`config.mk`:
```
export PLATFORM = sky130hd
export DESIGN_NAME = pal_cell
export DESIGN_NICKNAME = d
export VERILOG_FILES = /design/src/design/pal_pkg.sv /design/src/design/pal_cell.sv
export SDC_FILE = /design/constraint.sdc
export NUM_CORES = 1
export LEC_CHECK = 0
export BUFFER_PORTS_ARGS = -buffer_cell sky130_fd_sc_hd__buf_2
export CORE_UTILIZATION = 47
export DETAILED_ROUTE_END_ITERATION = 7
export PLACE_DENSITY = 0.86
export SLEW_MARGIN = 30
export SYNTH_ARGS = -nofsm -noshare
export SYNTH_HDL_FRONTEND = slang
export SYNTH_SLANG_ARGS = --single-unit
```
`constraint.sdc`:
```
create_clock -name aclk -period 9.5 [get_ports aclk]
set_clock_uncertainty 0.05 [all_clocks]
set_input_delay 1.9 -clock aclk [delete_from_list [all_inputs] [get_ports aclk]]
set_output_delay 1.9 -clock aclk [all_outputs]
set_load 0.02 [all_outputs]
```
`src/design/pal_pkg.sv`:
```
package pal_pkg;

    localparam int DEFAULT_LIST_DEPTH = 128;

    localparam int DATA_W = 32;
    localparam int POS_W  = 8;
    localparam int OP_W   = 2;
    localparam int ST_W   = 2;
    localparam int CNT_OUT_W = 8;

    localparam int S_TDATA_W = 48;
    localparam int M_TDATA_W = 48;

    localparam logic [OP_W-1:0] OP_INSERT = 2'd0;
    localparam logic [OP_W-1:0] OP_APPEND = 2'd1;
    localparam logic [OP_W-1:0] OP_DELETE = 2'd2;
    localparam logic [OP_W-1:0] OP_READ   = 2'd3;

    localparam logic [ST_W-1:0] ST_OK      = 2'd0;
    localparam logic [ST_W-1:0] ST_BAD_POS = 2'd1;
    localparam logic [ST_W-1:0] ST_FULL    = 2'd2;

    // per-cycle command broadcast to every cell
    typedef struct packed {
        logic ins;      // open a slot at pos, write value there
        logic del;      // close the slot at pos
        logic load;     // snapshot entry at pos into readout lane
        logic shift;    // move readout lane one cell toward cell 0
    } pal_ctrl_t;

endpackage

```
`src/design/pal_cell.sv`:
```
module pal_cell
    import pal_pkg::*;
#(
    parameter int INDEX = 0,
    parameter int IDX_W = 8
) (
    input  logic                     aclk,
    input  pal_ctrl_t                ctrl,
    input  logic [IDX_W-1:0]         pos,
    input  logic signed [DATA_W-1:0] value,
    input  logic signed [DATA_W-1:0] left_entry,
    input  logic signed [DATA_W-1:0] right_entry,
    input  logic signed [DATA_W-1:0] right_lane,
    output logic signed [DATA_W-1:0] entry,
    output logic signed [DATA_W-1:0] lane
);

    localparam logic [IDX_W-1:0] MY_IDX = IDX_W'(INDEX);

    logic signed [DATA_W-1:0] entry_reg, entry_next;
    logic signed [DATA_W-1:0] lane_reg, lane_next;
    logic                     hit;
    logic                     above;

    assign hit   = (pos == MY_IDX);
    assign above = (MY_IDX > pos);

    always_comb begin
        entry_next = entry_reg;
        if (ctrl.ins) begin
            if (hit) begin
                entry_next = value;
            end else if (above) begin
                entry_next = left_entry;
            end
        end else if (ctrl.del) begin
            if (hit || above) begin
                entry_next = right_entry;
            end
        end
    end

    always_comb begin
        lane_next = lane_reg;
        if (ctrl.load) begin
            lane_next = hit ? entry_reg : '0;
        end else if (ctrl.shift) begin
            lane_next = right_lane;
        end
    end

    always_ff @(posedge aclk) begin
        entry_reg <= entry_next;
        lane_reg  <= lane_next;
    end

    assign entry = entry_reg;
    assign lane  = lane_reg;

endmodule

```
==> results of run 1 <==
[per-layer routing]
metal / up-vias / part of all wire / global-route usage / wire, microns
met2: 179 / 0.52 / 0.452 / 5140
met5: - / 0 / 0 / 0
met3: 27 / 0.065 / 0.0377 / 649
met1: 1509 / 0.39 / 0.294 / 3890
li1: 1572 / - / - / -
met4: 0 / 0.024 / 0.112 / 238
[worst paths after layout]
check                  end  slack, ps  cells after the start
setup reg to reg   lane[0]       8550                      2
hold / removal    lane[12]        560                      2
hold reg to reg   lane[12]        560                      2
setup / recovery  entry[3]       5520                      4
[layout make-up]
cell class	count	area (sq um)	share of cell area
Clock buffer	11	131	0.0284
Clock inverter	5	47.5	0.0103
Inverter	32	120	0.0259
Multi-Input combinational cell	200	1240	0.267
Sequential cell	64	1920	0.415
Tap cell	96	120	0.0259
Timing Repair Buffer	208	1050	0.227
[metrics by stage]
step | util | instance area [sq um]
finish | 0.667 | 4630
global route | 0.667 | 4630
CTS | 0.667 | 4630
detailed placement | 0.641 | 4450
global placement | 0.641 | 4450
floorplan | - | 3470
[critical path: stages]
cell     delay, ps
buf_2          120
nor4_4         300
nand2_2        600
nor2_4         940
[cell usage in the layout, fill, tap and decap left out]
master and instances:
buf_2 204, edfxtp_1 64, buf_4 4, or4_4 2, o22ai_1 3, or2_2 1
nor4_4 2, nor2_4 1, clkinv_1 2, clkbuf_1 2, a31oi_1 32, nand2_1 32
bufinv_16 1, nand2_2 1, clkbuf_8 9, inv_1 32, nor2_1 33, o21ai_0 2
o21ai_2 1, nand3_1 32, o22ai_2 29, o21ai_1 29, clkinv_2 2
[cells by family (layout without fill, tap and decap cells)]
kind of cell | Yosys count | in the layout
flip-flops | 64 | 64
buffers and inverters | 61 | 256
AND/OR/NAND/NOR | 104 | 104
AO/OA/AOI/OAI | 96 | 96
[power breakdown]
part / switching [W] / internal, W / total (W)
logic: 0.0000578 / 0.0000441 / 0.000102
registers: 0.00000335 / 0.000324 / 0.000327
clock network: 0.0000949 / 0.000119 / 0.000214
total: 0.000156 / 0.000487 / 0.000643
==> results.json, run 1 <==
{
  "status": "complete, no violations",
  "synth_area_leaders": "edfxtp_1 (55%), o22ai_2 (10%), a31oi_1 (5.8%)",
  "place_ws_ps": 5170,
  "htreeDepth": 3,
  "numClockSinks": 64,
  "power-per-cell-area_nw_per_um2": 139,
  "fmax_mhz": 251,
  "worst_slew_pin_slew_ps": 959,
  "cp-end-kind": "flip-flop",
  "start_util": 0.499,
  "min_period_ps": 3980,
  "fillerInstances": 561,
  "grt_setup_unrepaired": "no",
  "crit_start": "pos[1]",
  "yosysSeqAreaShare": 0.554,
  "path_clk_slew_ps": 60,
  "synth_seq_cells": 64,
  "nNetsFinal": 656,
  "ant_nets": 0,
  "total_power_w": 0.000643,
  "hold_violations": 0,
  "stdcell_count": 616,
  "path_max_fanout": 33,
  "yosysUniqueCellTypes": 19,
  "setup_viol": 0,
  "synthTopCellsByCount": "edfxtp_1 (64), nor2_1 (34)",
  "ir_worst_vdd_uv": 58.8,
  "core_area_sq_um": 6940,
  "min_from": "entry[12]",
  "numPortBuffers": 204,
  "synthFlopType": "edfxtp_1",
  "postCtsHoldBufs": 0,
  "antenna_found_initial": 0,
  "area_growth_pct": 33.5,
  "die_h_microns": 87.9,
  "yosys.area_share.simple": 0.140,
  "grt_max_degree": 66,
  "worstSkewPairLatency_ps": 330,
  "synth_compound_area_frac": 0.215,
  "relSlewSlack": 0.358,
  "synth_top_area_share": 0.554,
  "drive_gt1_frac": 0.494,
  "placed_cells": 600,
  "hp-class": "flip-flop to flip-flop",
  "wl_per_cell_microns": 16.1,
  "clockBufferDepth": 2,
  "synth_top_family_by_area": "compound AO/OA/AOI/OAI gates",
  "post_cts_resized": 0,
  "synth_edf_count": 64,
  "setup.worst_path.class": "primary input to flip-flop",
  "grt.total_usage": 0.251,
  "drv_cap": 0,
  "post_cts_buffers": 0,
  "startpoint_type": "primary input",
  "synthAdderAreaFrac": 0,
  "antenna_cells": 0,
  "rows": 30,
  "drt-total-wl_mm": 9.93,
  "async_flop_share": 0,
  "drt_iter0_drc": 236,
  "finalCritPeriodShare": 0.419,
  "setup_ws_ps": 5520,
  "r2r-start": "entry[0]",
  "syn-num-nets": 466,
  "viasPerCell": 5.34,
  "cp.required_ps": 9400,
  "die_x_microns": 87.9,
  "gp_congestion": 0.831,
  "final-max-slew-violation-count": 0,
  "synth_area_sq_um": 3470,
  "drt_first_pass_iters": 5,
  "grt_pass1_wl_mm": 14.4,
  "yosysWarningCount": 0,
  "cts_buffers": 9,
  "synth_mux_area_frac": 0,
  "cp.arrival_ps": 3880,
  "cts_tree": "yes",
  "place_hpwl_mm": 7.31,
  "yosysMostFrequentCell": "edfxtp_1",
  "remaining_drc_errors": 0,
  "setup_tns_ps": 0,
  "syn_avg_cell_area_sq_um": 10.7,
  "overflow": 0,
  "whs_ps": 561,
  "first_global_vias": 3085,
  "ios": 205,
  "synthCells": 325,
  "root_buffer": "clkbuf_8",
  "synth_xor_area_frac": 0,
  "power_leakage_nw": 2.04,
  "num_vias": 3287,
  "die_area_sq_um": 7730,
  "synth_area_leader_cell": "edfxtp_1"
}
Power figures use the tool's default switching activity.
==> run 2: changes to the inputs <==
CORE_UTILIZATION = 40   (was 47)
PLACE_DENSITY = 0.77   (was 0.86)
clock period = 3.4 ns   (was 9.5 ns; I/O delays follow)
==> results.json, run 2 (synthesized netlist as in run 1, its figures left out) <==
{
  "power_leakage_nw": 2.05,
  "cts_tree": "yes",
  "overflow": 0,
  "drv_cap": 0,
  "drt_first_pass_iters": 5,
  "grt_pass1_wl_mm": 14.5,
  "post_cts_resized": 0,
  "path_clk_slew_ps": 60,
  "numPortBuffers": 204,
  "die_h_microns": 95.1,
  "grtUsageMet2": 0.373,
  "seq_power_share": 0.508,
  "wl_per_cell_microns": 15.8,
  "drt_iter0_drc": 115,
  "final_cell_mix": "buf_2 (204), edfxtp_1 (64), nor2_1 (33)",
  "drive_gt1_frac": 0.496,
  "core_area_sq_um": 8300,
  "clockBufferDepth": 2,
  "grt.total_usage": 0.214,
  "min_period_ps": 1950,
  "num_vias": 3271,
  "antenna_found_initial": 1,
  "status": "complete, no violations",
  "numClockSinks": 64,
  "grt_use_met1": 0.253,
  "nNetsFinal": 658,
  "ios": 205,
  "remaining_drc_errors": 0,
  "relSlewSlack": 0.479,
  "ir_worst_vdd_uv": 179,
  "drt-total-wl_mm": 9.91,
  "rows": 33,
  "final_common_cell": "buf_2",
  "antenna_cells": 0,
  "post_cts_buffers": 0,
  "worst_slew_pin_slew_ps": 781,
  "root_buffer": "clkbuf_8",
  "switching_power_w": 0.000435,
  "setup_ws_ps": 1450,
  "cp.arrival_ps": 1920,
  "ant_nets": 0,
  "fmax_mhz": 514,
  "first_global_vias": 3015,
  "place_ws_ps": 1080,
  "setup_viol": 0,
  "hold_violations": 0,
  "die_x_microns": 95.1,
  "total_power_w": 0.00180,
  "p_int_w": 0.00136,
  "path_max_fanout": 32,
  "grt_util_met3": 0.0327,
  "cp-end-kind": "flip-flop",
  "setup.worst_path.class": "primary input to flip-flop",
  "htreeDepth": 3,
  "area_growth_pct": 34.3,
  "finalCritPeriodShare": 0.572,
  "comb_power_share": 0.157,
  "viasPerCell": 5.22,
  "grt_max_degree": 65,
  "startpoint_type": "primary input",
  "hp-class": "flip-flop to flip-flop",
  "die_area_sq_um": 9050,
  "final-max-slew-violation-count": 0,
  "whs_ps": 553,
  "cp.required_ps": 3380,
  "gp_congestion": 0.846,
  "power-per-cell-area_nw_per_um2": 385,
  "top_usage_layer": "met2",
  "placed_area_sq_um": 4480,
  "postCtsHoldBufs": 0,
  "clkPwrFrac": 0.335,
  "place_hpwl_mm": 7.33,
  "final_cell_area_sq_um": 4660,
  "worstSkewPairLatency_ps": 330,
  "swShare": 0.242,
  "cts_buffers": 9,
  "start_util": 0.418,
  "grt_setup_unrepaired": "no",
  "setup_tns_ps": 0
}
run 2: changes by cell type in the layout (fill, tap and decap cells not counted), sizes merged:
cell,delta
buf,+2
run 2: metrics by stage:
step / utilization / std cells
after global placement: 0.540 / 611
after floorplan: - / 325
after detailed placement: 0.540 / 611
after CTS: 0.561 / 627
final: 0.561 / 627
after global routing: 0.561 / 627
run 2: worst max-delay path, stage by stage:
cell	delay, ps
buf_2	120
or4_4	750
o21ai_0	240
a31oi_1	120
run 2: power groups by stage:
stage                     sequential, W  combinational [W]  clock [W]
final                          0.000913           0.000282   0.000601
after global routing           0.000915           0.000309   0.000648
after CTS                      0.000913           0.000283   0.000613
after detailed placement       0.000930           0.000282          0
after global placement         0.000929           0.000276          0
after floorplan                0.000969           0.000115          0
run 2: worst paths after layout:
kind                            cells past startpoint        to  slack (ps)       from
worst min register to register                      2  lane[25]         550  entry[25]
worst min-delay path                                2  lane[25]         550  entry[25]
worst max-delay path                                4  entry[0]        1450     pos[5]
worst max register to register                      2  lane[20]        2460  entry[20]
run 2: cell type report:
class,count,area [sq um]
fillers,764,3640
multi-input cells,200,1240
flip-flops and latches,64,1920
repair buffers,210,1070
clock buffers,11,131
inverters,32,120
well taps,105,131
clock inverters,5,47.5
run 2: per-layer routing:
layer / part of all wire / vias up / wire length [microns]
met1: 0.40 / 1518 / 3930
met4: 0.021 / 2 / 206
met2: 0.51 / 161 / 5100
li1: - / 1572 / -
met5: 0.0011 / - / 11
met3: 0.066 / 18 / 658
==> run 3: changes to the inputs <==
ABC_AREA = 1   (was not set)
CORE_UTILIZATION = 44   (was 40)
PLACE_DENSITY = 0.81   (was 0.77)
clock period = 1.9 ns   (was 3.4 ns; I/O delays follow)
==> results.json, run 3 <==
{
  "num_vias": 3392,
  "yosysWarningCount": 0,
  "hold_path_end": "lane[0]",
  "r2r_cells": 2,
  "setup_tns_ps": 0,
  "drv_cap": 0,
  "async_flop_share": 0,
  "drive_gt1_frac": 0.385,
  "nNetsFinal": 726,
  "final_common_cell": "buf_2",
  "postCtsHoldBufs": 0,
  "p_int_w": 0.00256,
  "synth_area_sq_um": 3380,
  "overflow": 0,
  "multi_input_area_sq_um": 1220,
  "place_hpwl_mm": 7.28,
  "power-per-cell-area_nw_per_um2": 714,
  "crit_slowest_cell": "clkinv_1",
  "total_power_w": 0.00335,
  "antenna_found_initial": 0,
  "path_buf_inv": 2,
  "first_global_vias": 3007,
  "seqCellArea_sq_um": 1920,
  "antenna_cells": 0,
  "min_period_ps": 1570,
  "setup.worst_path.class": "primary input to flip-flop",
  "path_max_fanout": 32,
  "synth_area_leader_cell": "edfxtp_1",
  "synthTopCellsByCount": "nand2_1 (162), edfxtp_1 (64), nand3_1 (64)",
  "cts_buffers": 9,
  "cp.required_ps": 1930,
  "grt.total_usage": 0.243,
  "cts_tree": "yes",
  "final_cell_area_sq_um": 4690,
  "placed_cells": 673,
  "crit_chain": "buf_2, clkinv_1, nand2_1, nand2_1",
  "swShare": 0.235,
  "die_x_microns": 89.7,
  "yosysSeqAreaShare": 0.568,
  "rows": 31,
  "comb_power_share": 0.145,
  "final-max-slew-violation-count": 0,
  "gp_congestion": 0.870,
  "status": "complete, no violations",
  "synthCells": 390,
  "final_cell_mix": "buf_2 (204), nand2_1 (162), nand3_1 (64), edfxtp_1 (64)",
  "grt_setup_unrepaired": "no",
  "root_buffer": "clkbuf_8",
  "worst_slew_pin_slew_ps": 898,
  "seq_power_share": 0.488,
  "wl_per_cell_microns": 14.5,
  "post_cts_resized": 0,
  "drt_first_pass_iters": 5,
  "drt_iter0_drc": 166,
  "crit_family": "buffers and inverters",
  "htreeDepth": 3,
  "remaining_drc_errors": 0,
  "worstSkewPairLatency_ps": 330,
  "synth_edf_count": 64,
  "min_delay_path_depth": 3,
  "synth_area_leaders": "edfxtp_1 (57%), nand2_1 (18%), nand3_1 (9.5%)",
  "viasPerCell": 4.92,
  "start_util": 0.462,
  "power_leakage_nw": 2.37,
  "r2r-start": "entry[5]",
  "rr_endpoint": "lane[5]",
  "post_cts_buffers": 0,
  "switching_power_w": 0.000787,
  "setup_viol": 0,
  "yosysUniqueCellTypes": 13,
  "startpoint_type": "primary input",
  "ant_nets": 0,
  "relSlewSlack": 0.397,
  "area_growth_pct": 38.7,
  "syn-num-nets": 531,
  "stdcell_count": 689,
  "hold_violations": 0,
  "finalCritPeriodShare": 0.828,
  "clockBufferDepth": 2,
  "syn_avg_cell_area_sq_um": 8.67,
  "numPortBuffers": 204,
  "min_from": "right_lane[0]",
  "clkPwrFrac": 0.367,
  "cpPeakStageDelay_ps": 700,
  "core_area_sq_um": 7330,
  "grt_pass1_wl_mm": 14.2,
  "fmax_mhz": 636,
  "critPathMostFrequentCell": "nand2_1",
  "synth_top_area_share": 0.568,
  "grt_max_degree": 34,
  "synthFlopType": "edfxtp_1",
  "ios": 205,
  "hp-class": "primary input to flip-flop",
  "cp-end-kind": "flip-flop",
  "numClockSinks": 64,
  "cp.arrival_ps": 1610,
  "path_clk_slew_ps": 70,
  "ir_worst_vdd_uv": 382,
  "placed_area_sq_um": 4490,
  "ff2ff_setup_slack_ps": 1010,
  "crit_start": "ctrl[1]",
  "die_area_sq_um": 8040,
  "synth_seq_cells": 64,
  "fillerInstances": 646,
  "drt-total-wl_mm": 10.0,
  "yosysMostFrequentCell": "nand2_1",
  "die_h_microns": 89.7
}
## run 3: changes by cell type after synthesis, sizes merged, moves of 8 or more
cell and delta:
a31oi -32, o22ai -32, o21ai -32, buf -8, nand3 +32, o21bai +32, nor2 -29, nand2 +129
## run 3: kinds of logic (layout without fill, tap and decap cells)
group           after synthesis  in the layout  share of synthesized area
compound gates               33             33                     0.0732
buf+inv                      61            261                     0.0769
flops                        64             64                      0.568
simple gates                232            232                      0.282
## run 3: area by class of cell
type | instances | share of cell area
Multi-Input combinational cell | 265 | 0.259
Sequential cell | 64 | 0.410
Timing Repair Buffer | 211 | 0.234
Tap cell | 99 | 0.0264
Clock inverter | 4 | 0.0147
Inverter | 34 | 0.0272
Clock buffer | 12 | 0.0288
## run 3: worst register-to-register path, stage by stage, from the launching register on
cell,delay (ps)
edfxtp_1,430
nand3_1,130
nand2_1,60
## run 3: how the worst max path moves through the flow
| stage | cells after the start | endpoint | slack (ps) |
|---|---|---|---|
| floorplan | 6 | entry[0] | 140 |
| global placement | 5 | entry[25] | 160 |
| detailed placement | 5 | entry[29] | 110 |
| CTS | 5 | entry[24] | 460 |
| global route | 4 | lane[10] | 250 |
| finish | 4 | lane[10] | 330 |
## run 3: power groups by stage
stage / clock network [W] / registers, W / logic [W]
floorplan: 0 / 0.00173 / 0.000174
global placement: 0 / 0.00166 / 0.000476
detailed placement: 0 / 0.00167 / 0.000484
CTS: 0.00125 / 0.00163 / 0.000487
global route: 0.00132 / 0.00164 / 0.000537
finish: 0.00123 / 0.00163 / 0.000484
## run 3: routing by layer
metal	vias up	global-route usage	routed length [microns]
li1	1665	-	-
met1	1530	0.284	3740
met2	184	0.432	5060
met3	13	0.0649	1050
met4	0	0.0866	159
met5	-	0	0
## run 3: metrics by stage
stage	hold slack, ps	worst slack [ps]	utilization
floorplan	516	142	-
global placement	500	155	0.612
global route	250	246	0.640
CTS	250	462	0.640
finish	262	327	0.640
detailed placement	503	106	0.612
